### src/hdl/ncm_pkg.sv
// Package for the normalisation cube map texel generator.
// Types and constants shared by the stage modules; no dependencies.
package ncm_pkg;

  localparam int unsigned CfgW    = 11;
  localparam int unsigned IdxW    = 10;
  localparam int unsigned CompW   = 13;   // signed component, |c| <= 2047+
  localparam int unsigned Len2W   = 24;   // sum of three squares
  localparam int unsigned InvW    = 17;   // floor(2^16/len), up to 2^16
  localparam int unsigned InvBits = 17;   // root digits, bit 16 down to 0
  localparam int unsigned FaceSizeReset = 64;

  typedef enum logic [2:0] {
    FacePosX = 3'd0,
    FaceNegX = 3'd1,
    FacePosY = 3'd2,
    FaceNegY = 3'd3,
    FacePosZ = 3'd4,
    FaceNegZ = 3'd5
  } face_e;

  typedef struct packed {
    logic                    zero;   // undefined face: all bytes zero
    logic signed [CompW-1:0] x;
    logic signed [CompW-1:0] y;
    logic signed [CompW-1:0] z;
  } dir_t;

  // one digit of the reciprocal root search travels with this word
  typedef struct packed {
    dir_t                dir;
    logic [Len2W-1:0]    len2;
    logic [InvW-1:0]     q;
  } root_t;

endpackage

### src/hdl/ncm_root.sv
// One digit of the reciprocal square root search: keep bit k of q when
// q*q*len2 <= 2^32. Two registers deep. Depends on ncm_pkg.
module ncm_root import ncm_pkg::*; #(
  parameter int unsigned Bit = 16
) (
  input  logic  clk_i,
  input  logic  rst_ni,
  input  logic  vld_i,
  input  root_t wd_i,
  output logic  vld_o,
  output root_t wd_o
);
  logic [InvW-1:0]   t;
  logic [2*InvW-1:0] tt_d, tt_q;
  logic [2*InvW+Len2W-1:0] prod;
  root_t wd_q, wd2_d, wd2_q;
  logic vld_q, vld2_q;

  always_comb begin
    t    = wd_i.q | (InvW'(1) << Bit);
    tt_d = 34'(t) * 34'(t);
    prod = (2*InvW+Len2W)'(tt_q) * (2*InvW+Len2W)'(wd_q.len2);
    wd2_d = wd_q;
    if (prod <= (2*InvW+Len2W)'(64'h1_0000_0000)) begin
      wd2_d.q = wd_q.q | (InvW'(1) << Bit);
    end
  end

  always_ff @(posedge clk_i or negedge rst_ni) begin
    if (!rst_ni) begin
      vld_q  <= 1'b0;
      vld2_q <= 1'b0;
    end else begin
      vld_q  <= vld_i;
      vld2_q <= vld_q;
    end
  end

  always_ff @(posedge clk_i) begin
    tt_q  <= tt_d;
    wd_q  <= wd_i;
    wd2_q <= wd2_d;
  end

  assign vld_o = vld2_q;
  assign wd_o  = wd2_q;
endmodule

### config.mk
export PLATFORM = sky130hd
export DESIGN_NAME = ncm_root
export DESIGN_NICKNAME = d
export VERILOG_FILES = /design/src/hdl/ncm_pkg.sv /design/src/hdl/ncm_root.sv
export SDC_FILE = /design/constraint.sdc
export NUM_CORES = 2
export LEC_CHECK = 0
export BUFFER_PORTS_ARGS = -buffer_cell sky130_fd_sc_hd__buf_2
export CORE_ASPECT_RATIO = 2
export CORE_MARGIN = 2
export CORE_UTILIZATION = 35
export CTS_BUF_LIST = sky130_fd_sc_hd__clkbuf_2
export CTS_CLUSTER_SIZE = 28
export DETAILED_ROUTE_END_ITERATION = 6
export PLACE_DENSITY = 0.48
export SLEW_MARGIN = 10
export SYNTH_ARGS = -nofsm -noshare
export SYNTH_HDL_FRONTEND = slang
export SYNTH_SLANG_ARGS = --single-unit
### constraint.sdc
create_clock -name clk_i -period 8 [get_ports clk_i]
set_input_delay 0.8 -clock clk_i [delete_from_list [all_inputs] [get_ports clk_i]]
set_output_delay 0.8 -clock clk_i [all_outputs]
set_load 0.02 [all_outputs]
* After elaboration in Yosys (flattened, before gate mapping)
Index checks and enable logic that the tools add are counted.
** Word-level totals
- Register bits :: 198
- Bits in latches :: 0
- Memory bits (writable) :: 0
- Bits in read-only memories :: 0
- Input port bits :: 84
- Output and inout port bits :: 82
- Word-level logic and storage cells :: 19
- Memories kept :: 0
** Cells by class
- Add/subtract/negate cells :: 0
- Multiply operators :: 2
- Divide/modulo/power cells :: 0
- Order comparisons :: 1
- Equal/unequal tests :: 0
- Shifts and indexed selects :: 0
- Mux-type cells :: 0
- Bitwise logic cells :: 0
- Reductions and logical operators :: 0
** Operator list (count)
- $le A58 B33 Y1 const B :: 1
- $mul A34 B24 Y58 :: 1
- $mul A17 B17 Y34 :: 1

* Depth between registers and ports, before layout
- Depth in word-level cells :: 2
- Mapped depth :: 29
- Depth with buffers taken out :: 27

* Least setup slack after synthesis
OpenSTA, ideal clock, no wires.
- Path type :: reg-to-reg
- Start :: register wd_q, in the netlist wd2_d[17]
- End :: register wd2_q, in the netlist wd_o[16]
- Arrival time :: 7.056 ns
- Required time :: 7.941 ns
- Path slack :: 0.885 ns
- Stages on the path, launching flop included :: 26
- Buffers on the path :: 1
- Cell sequence :: dfxtp_1 clkbuf_1 and2_1 fa_1 inv_1 fa_1 fa_1 fa_1 inv_1 fa_1 inv_1 fa_1 fa_1 inv_1 ha_1 a21o_1 a31oi_4 nor2_2 a211oi_4 a311oi_1 or4b_1 a32oi_1 nand4_1 or4_1 nor4_2 a41o_1
** On the way
- Word-level cells in the longest chain between the ends :: 2
** RTL lines
- start, declared :: line ncm_root.sv:16 : root_t wd_q, wd2_d, wd2_q;
- start signal, assigned :: line ncm_root.sv:41 : wd_q <= wd_i;
- $mul A34 B24 Y58 :: line ncm_root.sv:22 : prod = (2*InvW+Len2W)'(tt_q) * (2*InvW+Len2W)'(wd_q.len2);
- $le A58 B33 Y1 :: line ncm_root.sv:24 : if (prod <= (2*InvW+Len2W)'(64'h1_0000_0000)) begin
- end signal, assigned :: line ncm_root.sv:42 : wd2_q <= wd2_d;
- end, declared :: line ncm_root.sv:16
No other way between the ends.
A chain may end at the register's enable or synchronous reset.

* Worst setup path after layout
- Start :: register tt_q[29]
- End :: register wd2_q, in the netlist wd_o[16]
** On the way
- Word-level cells in the longest chain between the ends :: 2
** RTL lines
- start, declared :: line ncm_root.sv:14 : logic [2*InvW-1:0] tt_d, tt_q;
- start signal, assigned :: line ncm_root.sv:40 : tt_q <= tt_d;
- $mul A34 B24 Y58 :: line ncm_root.sv:22
- $le A58 B33 Y1 :: line ncm_root.sv:24
No other way between the ends.

==> out/results.ini <==
[status]
run_status = finished, final reports clean

[timing]
finalHoldViolCount = 0
layout_setup_ws_ns = 0.262
tightest_slew_ns = 1.11
finalSetupViolCount = 0
timing.slew.headroom_pct = 26.1
post-route-min-period_ns = 7.74
clock_skew_ns = 0.117
holdWs_ns = 0.174
drv_slew = 0
period_share_pct = 96.7
fmax_mhz = 129

[critical_path]
cp_slowest_stage_delay_ns = 0.66
reg2reg_slack_ns = 0.26
crit_path_cell_trace = buf_4 > and2_1 > fa_1 > fa_1 > inv_1 > fa_1 > fa_1 > inv_1 > fa_1 > fa_1 > fa_1 > ha_1 > a21o_1 > a21o_1 > a2111oi_1 > a21oi_1 > buf_4 > mux2i_1 > o2111ai_1 > nor4_1 > nand4_1 > or4_4 > nor4_2 > a41o_1
critPathArrivalTime_ns = 9.06
crit_top_cell = fa_1
crit_type = reg -> reg
critPathTopFamily = adder cells
r2r_end = wd_o[16]
r2r-start = tt_q[29]
crit_fanout = 14
endpoint_kind = flop
cp.required_ns = 9.32
r2r_cells = 24
crit_slowest_cell = fa_1
cp_num_buf_inv = 4
start_kind = flop

[global_route]
grt_pass1_vias = 33062
antenna_found_initial = 6
overflow = 0
grt_usage_pct = 23.1
grt_pass1_wl_mm = 189
grt_max_degree = 35

[synth]
synth_edf_count = 0
netlist-cell-type-count = 80
synth_area_leaders = fa_1 (47%), dfxtp_1 (10%), ha_1 (9.9%), inv_1 (8.8%), and2_1 (7.2%)
syn-instance-count = 4015
syn_avg_cell_area_um2 = 9.46
ys_seq_elements = 196
ys_seq_area_share_pct = 10.4
synth_ff_type = dfxtp_1
yosys.area.top_type_share_pct = 46.6
yosysTopAreaCell = fa_1
synth_warnings = 0
synthArstFlopShare_pct = 1.02
netlist_area_um2 = 38000

[detailed_routing]
drc = 0
avgRoutedWirePerCell_um = 21.1
antenna_left = 0
first_pass_iters = 7
first_iter_violations = 1035
wl_mm = 123
vias = 28509
vias_per_cell = 4.89

[finish]
final_cells = 5829
area_delta_synth_final_pct = 16.5
fin_area_um2 = 44200
nNetsFinal = 5698
mostFrequentLayoutCell = inv_1
drive_gt1_share_pct = 11.5
layout_common_cells = inv_1 (893), fa_1 (883), nand2_1 (524)

[floorplan]
rows = 170
dieArea_um2 = 111000
start_util_pct = 35.3
fp.dieH_um = 470
io_pins = 166
core_area_um2 = 107000
dieWidth_um = 237

[placed_design]
preCtsSetupSlack_ns = -0.0355
gp_congestion = 0.977
dpl.hpwl_mm = 105
place_area_um2 = 42300
port-buffer-count = 165
placedCellCount = 5638

[worst_hold_path]
min_path_cells = 2
hold_end = wd2_d[47]
min_from = wd_i[47]
hold_path_class = in -> reg

[cts]
clkLatencyLatePin_ns = 1.42
cts_tree = yes
clockBufferDepth = 2
htreeDepth = 4
cts.sinks = 196
numCtsBuffers = 17
clk_pin_slew_ns = 0.51
cts_root_buf = clkbuf_2

[job]
max-cap-violations = 0

## cell families after synthesis
kind of cell / share of synthesized area (%)
AND/OR/NAND/NOR: 15.6
adder cells (fa/ha/maj): 56.5
buffers and inverters: 10.7
AO/OA/AOI/OAI: 4.90
flip-flops: 10.4
XOR/XNOR: 1.61
multiplexers: 0.349
other: 0.0198
## state kept, by name, summed over array words and instances, names as in the netlist
register and flops:
wd2_d 64, vld_q 1, wd_o 81, wd_q 17, vld_o 1, tt_q 32
## per-layer routing
metal,GRT usage [%],routed length (um),vias to the layer above
met3,2.38,2660,337
met4,14.6,8600,0
met5,0,0,-
met2,48.3,74300,640
li1,-,-,12713
met1,20.2,37300,14819
## Yosys cell counts (8+ instances only)
cell type	n
nor3_1	21
o21ai_0	48
nand2_1	524
a21o_1	31
o21a_1	15
nand3_1	28
dfxtp_1	194
mux2i_1	11
o211ai_1	8
nand2b_1	10
fa_1	883
nor2_1	80
nand4_1	21
xnor2_1	47
ha_1	301
inv_1	893
o21ai_1	8
o21bai_1	10
a21oi_1	89
clkbuf_1	176
and3_1	11
nor2b_1	18
and2_1	436
nor4_1	9
xor2_1	23
a211oi_1	12
## how the worst max path moves through the flow
stage                     startpoint       end  slack, ns  cells past startpoint
after floorplan            wd2_d[17]  wd_o[16]       0.88                     25
after global placement     wd2_d[27]  wd_o[16]      -0.13                     24
after detailed placement   wd2_d[26]  wd_o[16]      -0.04                     24
after CTS                  wd2_d[26]  wd_o[16]       0.03                     24
after global routing       wd2_d[26]  wd_o[16]      -0.01                     26
final                       tt_q[29]  wd_o[16]       0.26                     24
## layout make-up
cell class                      instances  area (um^2)
Tap cell                             1376         1720
Fill cell                           10652        63200
Sequential cell                       196         3960
Multi-Input combinational cell       2751        30100
Antenna cell                           10         25.0
Inverter                              894         3360
Clock buffer                           17         85.1
Clock inverter                         15          220
Timing Repair Buffer                  570         4790
## stage by stage
stage	TNS, ns	util, %
after floorplan	0	-
after global placement	-0.125	39.4
after detailed placement	-0.0355	39.4
after CTS	0	41.1
after global routing	-0.0130	41.2
final	0	41.2
## what timing repair did
action | 4_1_cts | 5_1_grt
pin swaps | 0 | 7
setup endpoints to repair | 1 | 1
hold buffers | 146 | 0
gates resized for setup | 5 | 35
endpoints found under the hold margin | 85 | 0
buffers inserted | 0 | 3
Power is not shown: default switching activity piles up to over one toggle a cycle in this logic, so the estimate is an artifact.
