`src/hdl/ncm_pkg.sv`:
```
// Package for the normalisation cube map texel generator.
// Types and constants shared by the stage modules; no dependencies.
package ncm_pkg;

  localparam int unsigned CfgW    = 11;
  localparam int unsigned IdxW    = 10;
  localparam int unsigned CompW   = 13;   // signed component, |c| <= 2047+
  localparam int unsigned Len2W   = 24;   // sum of three squares
  localparam int unsigned InvW    = 17;   // floor(2^16/len), up to 2^16
  localparam int unsigned InvBits = 17;   // root digits, bit 16 down to 0
  localparam int unsigned FaceSizeReset = 64;

  typedef enum logic [2:0] {
    FacePosX = 3'd0,
    FaceNegX = 3'd1,
    FacePosY = 3'd2,
    FaceNegY = 3'd3,
    FacePosZ = 3'd4,
    FaceNegZ = 3'd5
  } face_e;

  typedef struct packed {
    logic                    zero;   // undefined face: all bytes zero
    logic signed [CompW-1:0] x;
    logic signed [CompW-1:0] y;
    logic signed [CompW-1:0] z;
  } dir_t;

  // one digit of the reciprocal root search travels with this word
  typedef struct packed {
    dir_t                dir;
    logic [Len2W-1:0]    len2;
    logic [InvW-1:0]     q;
  } root_t;

endpackage

```
`src/hdl/ncm_enc.sv`:
```
// Encode stage: c*inv, offset, scale by 255, keep bits 24:17.
// Depends on ncm_pkg.
module ncm_enc import ncm_pkg::*; (
  input  logic       clk_i,
  input  logic       rst_ni,
  input  logic       vld_i,
  input  root_t      wd_i,
  output logic       vld_o,
  output logic [7:0] red_o,
  output logic [7:0] green_o,
  output logic [7:0] blue_o
);
  localparam int unsigned NW = CompW + InvW + 1;
  logic signed [NW-1:0] n_d [3];
  logic signed [NW-1:0] n_q [3];
  logic signed [CompW-1:0] c [3];
  logic [NW+7:0] u [3];
  logic [7:0] byt [3];
  logic zero_q, vld_q, vld2_q;
  logic [7:0] byt_q [3];

  always_comb begin
    c[0] = wd_i.dir.x;
    c[1] = wd_i.dir.y;
    c[2] = wd_i.dir.z;
    for (int i = 0; i < 3; i++) begin
      n_d[i] = NW'(c[i]) * signed'({1'b0, (NW-1)'(wd_i.q)}) + NW'(65536);
      u[i]   = (NW+8)'(unsigned'(n_q[i])) * (NW+8)'(255);
      byt[i] = u[i][24:17];
    end
  end

  always_ff @(posedge clk_i or negedge rst_ni) begin
    if (!rst_ni) begin
      vld_q  <= 1'b0;
      vld2_q <= 1'b0;
    end else begin
      vld_q  <= vld_i;
      vld2_q <= vld_q;
    end
  end

  always_ff @(posedge clk_i) begin
    n_q     <= n_d;
    zero_q  <= wd_i.dir.zero;
    for (int i = 0; i < 3; i++) begin
      byt_q[i] <= zero_q ? 8'd0 : byt[i];
    end
  end

  assign vld_o   = vld2_q;
  assign red_o   = byt_q[0];
  assign green_o = byt_q[1];
  assign blue_o  = byt_q[2];
endmodule
```
`config.mk`:
```
export PLATFORM = sky130hd
export DESIGN_NAME = ncm_enc
export DESIGN_NICKNAME = d
export VERILOG_FILES = /design/src/hdl/ncm_pkg.sv /design/src/hdl/ncm_enc.sv
export SDC_FILE = /design/constraint.sdc
export NUM_CORES = 2
export LEC_CHECK = 0
export BUFFER_PORTS_ARGS = -buffer_cell sky130_fd_sc_hd__buf_2
export CORE_UTILIZATION = 45
export DETAILED_ROUTE_END_ITERATION = 8
export HOLD_SLACK_MARGIN = 0.05
export PLACE_DENSITY = 0.67
export SLEW_MARGIN = 0
export SYNTH_ARGS = -nofsm -noshare
export SYNTH_HDL_FRONTEND = slang
export SYNTH_SLANG_ARGS = --single-unit
```
`constraint.sdc`:
```
create_clock -name clk_i -period 6.23 [get_ports clk_i]
set_clock_uncertainty 0.2 [all_clocks]
set_input_delay 0 -clock clk_i [delete_from_list [all_inputs] [get_ports clk_i]]
set_output_delay 0 -clock clk_i [all_outputs]
set_load 0.01 [all_outputs]
```
# Yosys cells after proc, flatten, opt, wreduce, memory -nomap -nowiden
# Memories as Yosys holds them, arrays and structs flattened.
# Index checks and enable logic that the tools add are counted.
word_totals:
  elab_cells: 19
  reg_bits: 96
  inputBits: 84
  n_memories: 1
  output_inout_bits: 25
  mem_bits_rw: 24
mem_list:
  columns: ["memory", "depth", "word_bits", "read_ports", "rd_ports_with_merged_regs", "write_ports", "line_no", "source"]
  rows:
  - ["byt_q", 3, 8, 3, 0, 3, "ncm_enc.sv:20", "logic [7:0] byt_q [3];"]
op_classes:
  n_addsub: 3
  n_mul: 6
  muxes: 3
ops:
  columns: ["cell", "count"]
  rows:
  - ["31-bit by 18-bit adder with 31-bit output, second input constant", 3]
  - ["13-bit by 18-bit multiplier with 31-bit output", 3]
  - ["31-bit by 8-bit multiplier with 25-bit output, second input constant", 3]
  - ["8-bit two-way mux", 3]

# Longest topological paths before layout
logic_depth:
  ltp_word: 2
  depth_mapped: 23
  ltp_nobuf: 21

# Least setup slack after synthesis
# No wires, ideal clock.
synth_timing:
  kind: "input to register"
  from: "input port wd_i[71] (netlist bit)"
  to: "register n_q[85] (netlist bit)"
  path_buffers: 2
  t_arrival_ns: 5.350
  slack_ns: 0.618
  setup_ns: 0.062
  required_ns: 5.968
  stages: 17
  path_cell_list: "clkbuf_1 clkbuf_1 nand2_1 fa_1 fa_1 inv_1 fa_1 fa_1 fa_1 fa_1 ha_1 a2111oi_1 a211oi_1 o211ai_1 a31oi_1 or4b_1 nand3_1"
synth_rtl:
  columns: ["element", "line_no", "source"]
  rows:
  - ["start: declaration", "ncm_enc.sv:7", "input root_t wd_i,"]
  - ["end signal: assignment", "ncm_enc.sv:44", "n_q <= n_d;"]
  - ["end: declaration", "ncm_enc.sv:15", "logic signed [NW-1:0] n_q [3];"]

==> results.sh <==
export IMPL_cp_max_fo=17
export IMPL_dpl_cell_count=4228
export IMPL_fmax_mhz=170
export IMPL_cpMaxStageDelayCell="dlygate4sd3_1"
export IMPL_yosysSeqAreaShare=0.0659
export IMPL_max_slew_margin=0.488
export IMPL_drv_cap=0
export IMPL_critPathMaxStageDelay_ps=550
export IMPL_clkSinkCount=102
export IMPL_wl_per_cell_um=14.3
export IMPL_path_depth=20
export IMPL_synth_cell_types=62
export IMPL_syn_avg_cell_area_um2=9.53
export IMPL_die_y_um=265
export IMPL_clk_pin_slew_worst_paths_ps=100
export IMPL_cp_common_cell="fa_1"
export IMPL_ios=109
export IMPL_io_buffers=84
export IMPL_worstPathRequired_ps=6390
export IMPL_core_area_um2=68600
export IMPL_setup_viol=0
export IMPL_synth_seq_cells=102
export IMPL_cts_setup_buffers=0
export IMPL_path_buf_inv=6
export IMPL_yosysWarnings=0
export IMPL_drc=0
export IMPL_cts_inserted_buffers=9
export IMPL_finalSetupTns_ps=0
export IMPL_fillers=6501
export IMPL_first_iter_violations=970
export IMPL_antenna_found_initial=4
export IMPL_layout_drive_gt1_share=0.0517
export IMPL_arrival_ps=6050
export IMPL_cts_tree="yes"
export IMPL_cts_root_buf="clkbuf_16"
export IMPL_yosysTopAreaCell="fa_1"
export IMPL_cp_end_kind="flip-flop"
export IMPL_synthCells=3268
export IMPL_grt_overflow_total=0
export IMPL_grt_max_degree=40
export IMPL_synth_ff_type="dfxtp_1"
export IMPL_synth_enable_flop_cells=0
export IMPL_dieArea_um2=70300
export IMPL_startpoint_type="input pin"
export IMPL_worstSkewPairLatency_ps=390
export IMPL_clockBufferDepth=2
export IMPL_grt_first_pass_wirelength_um=107000
export IMPL_hold_path_class="input pin to flip-flop"
export IMPL_synth_top_cells_by_area="fa_1, ha_1, inv_1"
export IMPL_status="complete, no violations"
export IMPL_reg2reg_depth=15
export IMPL_synth_top_area_frac=0.490
export IMPL_final_cells=4259
export IMPL_num_nets_final=4470
export IMPL_viasPerCell=4.85
export IMPL_period_minus_slack_ps=5890
export IMPL_dp_hpwl_um=52500
export IMPL_grt_pass1_vias=21500
export IMPL_dr_pass1_iters=5
export IMPL_die_w_um=265
export IMPL_rsz0062_at_grt="false"
export IMPL_critPathTopFamily="adder cells"
export IMPL_place_congestion=0.837
export IMPL_fin_crit_sh=0.946
export IMPL_ant_nets=0
export IMPL_syn_to_final_growth_pct=6.66
export IMPL_min_path_cells=3
export IMPL_ys_async_sr_fraction=0.0196
export IMPL_synth_nets=4417
export IMPL_vias=20600
export IMPL_hold_viol_final=0
export IMPL_slew_viol_final=0
export IMPL_htreeDepth=3
export IMPL_crit_chain="dlygate4sd3_1, buf_2, and2_1, fa_1, inv_1, fa_1, inv_1, fa_1, fa_1, inv_1, fa_1, inv_1, fa_1, ha_1, a2111oi_2, a211oi_1, o211ai_1, a31oi_1, or4b_1, nand3_1"
export IMPL_syn_area_um2=31200
export IMPL_grt_usage=0.188
export IMPL_tightest_slew_ps=768
export IMPL_start_util=0.454
export IMPL_rows=96
export IMPL_totalWireLength_um=61000
export IMPL_crit_type="input pin to flip-flop"
cell families (layout without fill, tap and decap cells):
family,after synthesis,count (layout),synth area share
xor+xnor,122,122,0.0343
simple gates,828,828,0.132
fa+ha+maj,1065,1065,0.611
other cells,0,2,0
flops,102,102,0.0659
buf+inv,961,1019,0.116
compound gates,190,190,0.0412
registers in the layout, indices dropped and copies added (netlist names):
register / cells
byt_q: 24
n_q: 75
vld_o: 1
vld_q: 1
zero_q: 1
per-stage QoR:
step | hold WS, ps | utilization | area, µm² | setup slack (ps)
final | 120 | 0.485 | 33200 | 336
after global placement | -416 | 0.478 | 32800 | 226
after global routing | 137 | 0.484 | 33200 | 17.8
after detailed placement | -415 | 0.478 | 32800 | 112
after CTS | 102 | 0.484 | 33200 | 198
after floorplan | -496 | - | 31200 | 618
layer usage:
metal,vias to the layer above,share of wire,global-route usage
li1,9657,-,-
met2,334,0.47,0.302
met1,10600,0.48,0.276
met4,4,0.013,0.0355
met3,46,0.041,0.0226
met5,-,0.00026,0
timing repair:
action                                  CTS  global route
endpoints found under the setup margin    0             4
hold buffers                             13             0
hold endpoints to repair                 10             0
resized for setup                         0             4
worst min-delay path: stages:
cell    delay, ps
buf_2         270
buf_4         250
and2_1        130
Yosys cell counts (5+ instances only):
master      n
a211oi_1   12
a21o_1     20
a21oi_1    57
a31oi_1     5
and2_1    256
and3_1     13
clkbuf_1  111
dfxtp_1   100
fa_1      762
ha_1      303
inv_1     847
nand2_1   367
nand2b_1   32
nand3_1    16
nor2_1     55
nor2b_1    27
nor3_1     30
o21a_1     18
o21ai_0    29
o21bai_1    7
or3_1      10
xnor2_1    97
xor2_1     25
worst paths after layout:
kind | from | to | slack, ps
min reg2reg | vld_q | vld_o | 160
max reg2reg | n_q[37] | byt_q[0][15] | 1220
max in group asynchronous | rst_ni | vld_q | 5450
min in group asynchronous | rst_ni | vld_o | 260
min | wd_i[0] | n_q[62] | 120
max | wd_i[68] | n_q[85] | 340
cell type report:
class	count	area, µm²	area share
Tap cell	931	1160	0.0351
Clock inverter	7	78.8	0.00237
Inverter	847	3180	0.0957
Clock buffer	9	225	0.00678
Sequential cell	102	2050	0.0617
Timing Repair Buffer	156	1020	0.0307
Multi-Input combinational cell	2205	25500	0.768
Antenna cell	2	5.00	0.000151
cell usage in the layout (no fill, tap or decap), drive strengths merged, types with 16 or more instances in the layout:
| cell | n |
|---|---|
| ha | 303 |
| o21a | 18 |
| nand2b | 32 |
| xnor2 | 97 |
| nand3 | 16 |
| dfxtp | 100 |
| nor3 | 30 |
| buf | 142 |
| nand2 | 367 |
| nor2 | 55 |
| fa | 762 |
| xor2 | 25 |
| and2 | 256 |
| o21ai | 30 |
| inv | 850 |
| nor2b | 27 |
| a21oi | 58 |
| a21o | 20 |
Power is left out: the tool's default activity adds up to more than one toggle a clock period on the data nets, which glitch-free logic cannot reach.
