[config.mk]
export PLATFORM = sky130hd
export DESIGN_NAME = ncm_dir
export DESIGN_NICKNAME = d
export VERILOG_FILES = /design/src/hdl/ncm_pkg.sv /design/src/hdl/ncm_dir.sv
export SDC_FILE = /design/constraint.sdc
export NUM_CORES = 1
export LEC_CHECK = 0
export ABC_AREA = 1
export BUFFER_PORTS_ARGS = -buffer_cell sky130_fd_sc_hd__buf_2
export CAP_MARGIN = 25
export CORE_AREA = 4 4 279 281
export CTS_CLUSTER_DIAMETER = 40
export DETAILED_ROUTE_END_ITERATION = 8
export DIE_AREA = 0 0 283 285
export GPL_TIMING_DRIVEN = 0
export MAX_ROUTING_LAYER = met4
export PLACE_DENSITY = 0.47
export RECOVER_POWER = 50
export SLEW_MARGIN = 10
export SYNTH_ARGS = -nofsm -noshare
export SYNTH_HDL_FRONTEND = slang
export SYNTH_SLANG_ARGS = --single-unit
[constraint.sdc]
create_clock -name clk_i -period 15.7 [get_ports clk_i]
set_input_delay 3.14 -clock clk_i [delete_from_list [all_inputs] [get_ports clk_i]]
set_output_delay 3.14 -clock clk_i [all_outputs]
set_load 0.05 [all_outputs]
[src/hdl/ncm_pkg.sv]
// Package for the normalisation cube map texel generator.
// Types and constants shared by the stage modules; no dependencies.
package ncm_pkg;

  localparam int unsigned CfgW    = 11;
  localparam int unsigned IdxW    = 10;
  localparam int unsigned CompW   = 13;   // signed component, |c| <= 2047+
  localparam int unsigned Len2W   = 24;   // sum of three squares
  localparam int unsigned InvW    = 17;   // floor(2^16/len), up to 2^16
  localparam int unsigned InvBits = 17;   // root digits, bit 16 down to 0
  localparam int unsigned FaceSizeReset = 64;

  typedef enum logic [2:0] {
    FacePosX = 3'd0,
    FaceNegX = 3'd1,
    FacePosY = 3'd2,
    FaceNegY = 3'd3,
    FacePosZ = 3'd4,
    FaceNegZ = 3'd5
  } face_e;

  typedef struct packed {
    logic                    zero;   // undefined face: all bytes zero
    logic signed [CompW-1:0] x;
    logic signed [CompW-1:0] y;
    logic signed [CompW-1:0] z;
  } dir_t;

  // one digit of the reciprocal root search travels with this word
  typedef struct packed {
    dir_t                dir;
    logic [Len2W-1:0]    len2;
    logic [InvW-1:0]     q;
  } root_t;

endpackage

[src/hdl/ncm_dir.sv]
// Direction stage: face, row and column to signed doubled coordinates.
// Depends on ncm_pkg.
module ncm_dir import ncm_pkg::*; (
  input  logic            clk_i,
  input  logic            rst_ni,
  input  logic            vld_i,
  input  logic [2:0]      face_i,
  input  logic [IdxW-1:0] row_i,
  input  logic [IdxW-1:0] col_i,
  input  logic [CfgW-1:0] size_i,
  output logic            vld_o,
  output dir_t            dir_o,
  output logic [Len2W-1:0] len2_o
);
  logic signed [CompW-1:0] s, a, b;
  dir_t dir_d, dir_q;
  logic vld_q, vld2_q;
  dir_t dir2_q;
  logic [Len2W-1:0] len2_q;
  logic signed [2*CompW-1:0] sx, sy, sz;

  always_comb begin
    s = CompW'(signed'({1'b0, size_i}));
    a = CompW'(signed'({2'b0, row_i, 1'b1})) - s;
    b = CompW'(signed'({2'b0, col_i, 1'b1})) - s;
    dir_d = '0;
    case (face_i)
      FacePosX: begin dir_d.x = s;  dir_d.y = -a; dir_d.z = -b; end
      FaceNegX: begin dir_d.x = -s; dir_d.y = -a; dir_d.z = b;  end
      FacePosY: begin dir_d.x = b;  dir_d.y = s;  dir_d.z = a;  end
      FaceNegY: begin dir_d.x = b;  dir_d.y = -s; dir_d.z = -a; end
      FacePosZ: begin dir_d.x = b;  dir_d.y = -a; dir_d.z = s;  end
      FaceNegZ: begin dir_d.x = -b; dir_d.y = -a; dir_d.z = -s; end
      default:  begin dir_d.zero = 1'b1; dir_d.x = 13'sd1; end
    endcase
    sx = dir_q.x * dir_q.x;
    sy = dir_q.y * dir_q.y;
    sz = dir_q.z * dir_q.z;
  end

  always_ff @(posedge clk_i or negedge rst_ni) begin
    if (!rst_ni) begin
      vld_q  <= 1'b0;
      vld2_q <= 1'b0;
    end else begin
      vld_q  <= vld_i;
      vld2_q <= vld_q;
    end
  end

  always_ff @(posedge clk_i) begin
    dir_q  <= dir_d;
    dir2_q <= dir_q;
    len2_q <= Len2W'(sx) + Len2W'(sy) + Len2W'(sz);
  end

  assign vld_o  = vld2_q;
  assign dir_o  = dir2_q;
  assign len2_o = len2_q;
endmodule

# Word-level counts from Yosys, hierarchy flattened
# Index checks and enable logic that the tools add are counted.
[classes]
n_div = 0
magnitude_cmp = 0
addsub = 7
n_mul = 3
n_reduce_logical = 3
shift = 0
bitwise_logic = 0
n_eq_ne = 5
muxes = 3
[ops]
columns = ["op", "count"]
rows = [
  ["26-bit case mux with 6 select lines", 1],
  ["13-bit by 13-bit multiplier with 24-bit output", 3],
  ["13-bit case mux with 4 select lines", 1],
  ["24-bit adder", 2],
  ["12-bit negation with 13-bit output", 2],
  ["11-bit by 11-bit subtractor with 12-bit output", 2],
  ["11-bit negation with 13-bit output", 1],
  ["3-bit by 2-bit equality test with 1-bit output, second input constant", 2],
  ["3-bit equality test, second input constant", 2],
  ["6-bit OR reduction", 1],
  ["3-bit by 1-bit equality test with 1-bit output, second input constant", 1],
  ["3-bit zero test", 1],
  ["3-bit OR reduction", 1],
  ["1-bit two-way mux", 1],
]
[word_totals]
latch_bits = 0
output_inout_bits = 65
regBits = 106
mem_bits_rw = 0
romBits = 0
memories = 0
input_bits = 37

# Logic depth before layout (Yosys ltp)
# Gate-level depths: netlist of the first run.
[logic_depth]
ltp_word = 3
ltp_mapped = 30

# Worst setup path before layout of the first run
# Ideal clock, no wire load.
[synth_timing]
path_type = "reg2reg"
from = "reg dir_q[0] (netlist name)"
to = "reg len2_q[17] (netlist: len2_o[17])"
required_time_ns = 15.573
path_stages_with_launch = 26
slack_ns = 9.030
arrival_ns = 6.543
n_path_buf = 1
setup_ns = 0.127
path_cell_list = "dfxtp_1 clkbuf_1 nand2_1 inv_1 fa_1 fa_1 inv_1 fa_1 inv_1 fa_1 inv_1 fa_1 inv_1 fa_1 fa_1 inv_1 fa_1 inv_1 ha_1 nand2_1 inv_1 a21oi_1 o21ai_0 a21oi_1 o21ai_0 xor2_1"
[synth_between]
elab_chain_len = 2
[synth_rtl]
columns = ["element", "line_no", "text"]
rows = [
  ["start: declaration", "ncm_dir.sv:16", "dir_t dir_d, dir_q;"],
  ["start signal: assignment", "ncm_dir.sv:52", "dir_q <= dir_d;"],
  ["13-bit by 13-bit multiplier with 24-bit output", "ncm_dir.sv:38", "sz = dir_q.z * dir_q.z;"],
  ["24-bit adder", "ncm_dir.sv:54", "len2_q <= Len2W'(sx) + Len2W'(sy) + Len2W'(sz);"],
  ["end signal: assignment", "ncm_dir.sv:54", ""],
  ["end: declaration", "ncm_dir.sv:19", "logic [Len2W-1:0] len2_q;"],
]
# No other way between the ends.

# Worst setup path after layout of the first run
[layout_timing]
from = "reg dir_q[2] (netlist name)"
to = "reg len2_q[23] (netlist: len2_o[23])"
# Same word-level chain as after synthesis.

==> results_dict.tcl, run 1 <==
set metrics [dict create \
    run_status "finished clean" \
    grt_remaining_overflow 0 \
    dp_hpwl_mm 55.1 \
    fp.dieW_microns 283 \
    finalClockSkew_ns 0.0218 \
    crit_path_start "dir_q[2]" \
    syn_area_sq_um 22400 \
    cts_buffer_depth 2 \
    ff2ff_path_depth 25 \
    max_slew_margin 0.469 \
    synth_compound_area_frac 0.0334 \
    synth-xor-area-share 0.0235 \
    post_drt_wl_per_cell_microns 16.1 \
    initial_core_util 0.297 \
    grt_usage 0.162 \
    pin_count 102 \
    wl_mm 61.2 \
    drc 0 \
    vias 16100 \
    min_period_over_period 0.512 \
    cts_tree "done" \
    cp_data_arrival_time_ns 8.33 \
    gp_congestion 0.866 \
    drtAntennaViolNets 0 \
    crit_fanout 10 \
    setup_viol 0 \
    worstMarginPinSlew_ns 0.797 \
    slowest_delay_ns 0.65 \
    ys_warn_count 0 \
    grt_pass1_vias 17400 \
    post_cts_buffers 0 \
    drive_above_1_share 0.0503 \
    ys.flop_type "dfxtp_1" \
    rows 101 \
    drt_iter0_markers 763 \
    via_per_inst 4.23 \
    crit_path_end "len2_o[23]" \
    crit_slowest_cell "dfxtp_1" \
    path_clk_slew_ns 0.10 \
    clk_latency_ns 0.41 \
    synth.avg_cell_area_sq_um 8.27 \
    num-nets-final 3516 \
    r2r-start "dir_q[2]" \
    synthSimpleGateAreaFrac 0.150 \
    hold_path.class "flip-flop to flip-flop" \
    cp.required_ns 15.99 \
    async_flop_share 0.0189 \
    grt_pass1_wl_mm 98.6 \
    dieArea_sq_um 80700 \
    fin_tns_setup_ns 0 \
    antenna_found_initial 1 \
    synth_top_family_by_area "adder cells" \
    cts_hold_buf 0 \
    worstSetupEndpointType "flip-flop" \
    synth_adder_area_share 0.535 \
    die_height_microns 285 \
    rr_endpoint "len2_o[23]" \
    numCtsBuffers 9 \
    port-buffer-count 100 \
    cts-root-buf "clkbuf_16" \
    drv_cap 0 \
    clock_sinks 106 \
    ys_seq_elements 106 \
    cts-resized-gates 0 \
    post_synth_num_cell_types 53 \
    grt_start_max_net_pins 24 \
    hold_viol_final 0 \
    cts.htree.levels 3 \
    rsz0062_at_grt "false" \
    r2r_slack_ns 7.66 \
    area_growth_pct 8.95 \
    yosysSeqAreaShare 0.0953 \
    criticalPathCategory "flip-flop to flip-flop" \
    synth.mux.area_fraction 0 \
    synthCells 2705 \
    clock.fmax_ghz 0.124 \
    syn_nets 3405 \
    synth_edf_count 0 \
    core_sq_um 75400 \
    dr.pass1.iters 5 \
    min_period_ns 8.04 \
    cp-start-kind "flip-flop" \
    maxSlewViolCount 0 \
]
how the worst min path moves through the flow:
stage	start	to	slack, ns	cells past startpoint
final	dir_q[39]	dir_o[39]	0.34	0
after CTS	dir_q[39]	dir_o[39]	0.34	0
after global routing	dir_q[39]	dir_o[39]	0.35	0
after detailed placement	dir_q[39]	dir_o[39]	0.31	0
after floorplan	dir_q[39]	dir_o[39]	0.31	0
after global placement	dir_q[39]	dir_o[39]	0.31	0
cell usage in the layout (no fill, tap or decap), types with 5 or more instances in the layout:
cell / count
a21oi_1: 34
buf_2: 69
clkbuf_1: 81
clkbuf_16: 9
dfxtp_1: 104
fa_1: 491
ha_1: 172
inv_1: 898
inv_2: 6
nand2_1: 538
nand2_2: 12
nand3_1: 79
nand3_2: 6
nand3b_1: 9
nand4_1: 16
nor2_1: 101
nor2_2: 11
nor3_1: 5
o2111ai_1: 6
o211ai_1: 7
o21ai_0: 28
o221ai_1: 9
o22ai_1: 8
or2_2: 10
xnor2_1: 21
xor2_1: 36
worst max-delay path: cells and delay by family, from the launching register on:
| kind | cells | cell delay, ns |
|---|---|---|
| adder cells (fa/ha/maj) | 9 | 4.71 |
| buffers and inverters | 9 | 1.33 |
| flip-flops | 1 | 0.65 |
| AND/OR/NAND/NOR | 7 | 1.23 |
layout make-up:
cell class                 count  area (sq um)
clock inverter                 7          98.8
tap                          978          1220
buffer                        54           225
fill                        8071         51100
clock buffer                   9           225
inverter                     906          3400
sequential                   106          2130
timing repair buffer         100           454
antenna                        2          5.00
multi-input combinational   1639         16600
routing by layer:
layer  global-route usage  vias up  share of wire
met2                0.261      255           0.46
met4               0.0433        0          0.023
met3               0.0135       62          0.035
li1                     -     7932              -
met1                0.220     7835           0.48
met5                    -        -              0
per-stage QoR:
step | setup slack, ns | cell area [sq um] | cells | hold WS, ns | util
floorplan | 9.03 | 22400 | 2705 | 0.310 | -
global placement | 7.47 | 24100 | 3783 | 0.312 | 0.320
detailed placement | 7.47 | 24100 | 3783 | 0.312 | 0.320
CTS | 7.46 | 24400 | 3799 | 0.336 | 0.324
global route | 7.08 | 24400 | 3799 | 0.347 | 0.323
finish | 7.66 | 24400 | 3801 | 0.336 | 0.323
cells in the mapped netlist, types with 3 or more instances:
cell type,instances,share of area
nand2_1,538,0.090
inv_2,7,0.0012
a21oi_1,34,0.0076
or2_2,10,0.0028
inv_1,897,0.15
dfxtp_1,104,0.093
nor2_2,11,0.0031
fa_1,491,0.44
ha_1,172,0.096
nand3_1,79,0.018
clkbuf_1,43,0.0072
o221ai_1,9,0.0035
o2111ai_1,6,0.0023
nor4_1,3,0.00084
buf_4,3,0.0010
o21bai_1,4,0.0013
xor2_1,36,0.014
o211ai_1,7,0.0023
buf_2,6,0.0013
nand3_2,6,0.0027
nor3_1,5,0.0011
o22ai_1,8,0.0022
a21o_1,3,0.0010
nor2_1,101,0.017
o21ai_0,28,0.0063
nand4_1,16,0.0045
nand2_2,12,0.0034
a211oi_1,4,0.0013
xnor2_1,21,0.0082
nand3b_1,9,0.0030
sequential cells by signal, indices dropped and copies added, names as in the netlist:
signal and count:
dir_o 40, dir_q 40, len2_o 24, vld_o 1
vld_q 1
kinds of logic (layout without fill, tap and decap cells):
family                   count (synthesis)  after routing
AO/OA/AOI/OAI                          119            119
XOR/XNOR                                58             58
adder cells (fa/ha/maj)                663            663
buffers and inverters                  960           1076
flip-flops                             106            106
other                                    1              3
AND/OR/NAND/NOR                        798            798
Power of run 1 is left out: the tool's default activity adds up to more than one toggle a clock period on the data nets, which glitch-free logic cannot reach.
==> inputs of run 2 (changes only) <==
- clock period: 15.7 -> 7.85 ns (I/O delays scaled with it)
==> results_dict.tcl, run 2 (same netlist as run 1, synthesis figures left out) <==
set metrics [dict create \
    multiInputGateArea_sq_um 16600 \
    grt_remaining_overflow 0 \
    layout_commonest_cell "inv_1" \
    finalClockSkew_ns 0.0216 \
    path_clk_slew_ns 0.10 \
    criticalPathCategory "flip-flop to flip-flop" \
    via_per_inst 4.24 \
    drt_iter0_markers 802 \
    cp.required_ns 8.13 \
    cts-root-buf "clkbuf_16" \
    fin_util 0.324 \
    crit_fanout 10 \
    wl_met2_mm 28.4 \
    min_period_ns 7.43 \
    wl_met3_mm 1.61 \
    area_growth_pct 9.23 \
    wl_mm 61.2 \
    regArea_sq_um 2140 \
    grt_pass1_vias 17400 \
    dp_hpwl_mm 55.1 \
    worstSetupEndpointType "flip-flop" \
    cts_tree "done" \
    clock_sinks 106 \
    drv_cap 0 \
    clk_latency_ns 0.41 \
    cp_data_arrival_time_ns 7.71 \
    fillers 8060 \
    numCtsBuffers 9 \
    pin_count 102 \
    hold_path.class "flip-flop to flip-flop" \
    grt_start_max_net_pins 24 \
    wirelength_met1_mm 29.9 \
    setup_viol 0 \
    fp.dieW_microns 283 \
    grt_pass1_wl_mm 98.6 \
    run_status "finished clean" \
    max_slew_margin 0.497 \
    drc 0 \
    core_sq_um 75400 \
    die_height_microns 285 \
    cp-start-kind "flip-flop" \
    antenna_found_initial 2 \
    cts.htree.levels 3 \
    r2r_slack_ns 0.42 \
    ff2ff_path_depth 21 \
    rsz0062_at_grt "false" \
    post_drt_wl_per_cell_microns 16.1 \
    rows 101 \
    dr.pass1.iters 5 \
    clock.fmax_ghz 0.135 \
    cts_buffer_depth 2 \
    drtAntennaViolNets 0 \
    fin_tns_setup_ns 0 \
    num-nets-final 3516 \
    top_layer "met4" \
    worstMarginPinSlew_ns 0.755 \
    gp_congestion 0.866 \
    whs_path_depth 0 \
    mostFrequentLayoutCells "inv_1 (897), nand2_1 (538), fa_1 (491)" \
    min_period_over_period 0.946 \
    drive_above_1_share 0.0567 \
    port-buffer-count 100 \
    dieArea_sq_um 80700 \
    maxSlewViolCount 0 \
    hold_viol_final 0 \
    vias 16100 \
    grt_usage 0.162 \
    initial_core_util 0.297 \
]
run 2: worst paths after layout:
path,end,from
setup / recovery,len2_o[20],dir_q[35]
hold / removal,dir_o[39],dir_q[39]
setup reg to reg,len2_o[20],dir_q[35]
hold reg to reg,dir_o[39],dir_q[39]
max in group asynchronous,vld_o,rst_ni
min in group asynchronous,vld_q,rst_ni
run 2: repair_timing:
action | in CTS | in global routing
hold buffers | 0 | 0
endpoints found under the hold margin | 0 | 0
resized for setup | 6 | 22
setup buffers | 0 | 1
gates cloned | 0 | 0
setup endpoints to repair | 5 | 6
run 2: area by class of cell:
class | count | area share
Clock inverter | 7 | 0.00404
Inverter | 906 | 0.139
Multi-Input combinational cell | 1639 | 0.681
Tap cell | 978 | 0.0501
Sequential cell | 106 | 0.0874
Clock buffer | 9 | 0.00921
Antenna cell | 1 | 0.000102
Buffer | 53 | 0.00983
Timing Repair Buffer | 101 | 0.0193
run 2: routing by layer:
| layer | track usage | vias up |
|---|---|---|
| li1 | - | 7927 |
| met1 | 0.220 | 7893 |
| met2 | 0.261 | 244 |
| met3 | 0.0135 | 61 |
| met4 | 0.0433 | 0 |
| met5 | - | - |
run 2: through the flow:
step | std cells | cell area (sq um) | setup WS (ns) | hold WS (ns)
CTS | 3799 | 24400 | 0.0355 | 0.336
detailed placement | 3783 | 24100 | -0.383 | 0.312
finish | 3800 | 24400 | 0.423 | 0.336
global placement | 3783 | 24100 | -0.377 | 0.312
floorplan | 2705 | 22400 | 1.18 | 0.310
global route | 3799 | 24400 | 0.0435 | 0.347
run 2: critical path, cell delays in order (launching register included):
cell      delay, ns
dfxtp_1        0.64
clkbuf_1       0.56
nand2_1        0.24
fa_1           0.55
inv_1          0.05
fa_1           0.49
inv_1          0.05
fa_1           0.52
fa_1           0.56
fa_1           0.52
inv_1          0.05
fa_1           0.49
fa_1           0.49
inv_1          0.05
fa_1           0.52
inv_1          0.06
ha_1           0.33
a21oi_1        0.31
o21ai_0        0.15
a211oi_1       0.30
nand3_1        0.22
xor2_1         0.19
Power of run 2 is left out for the same reason.
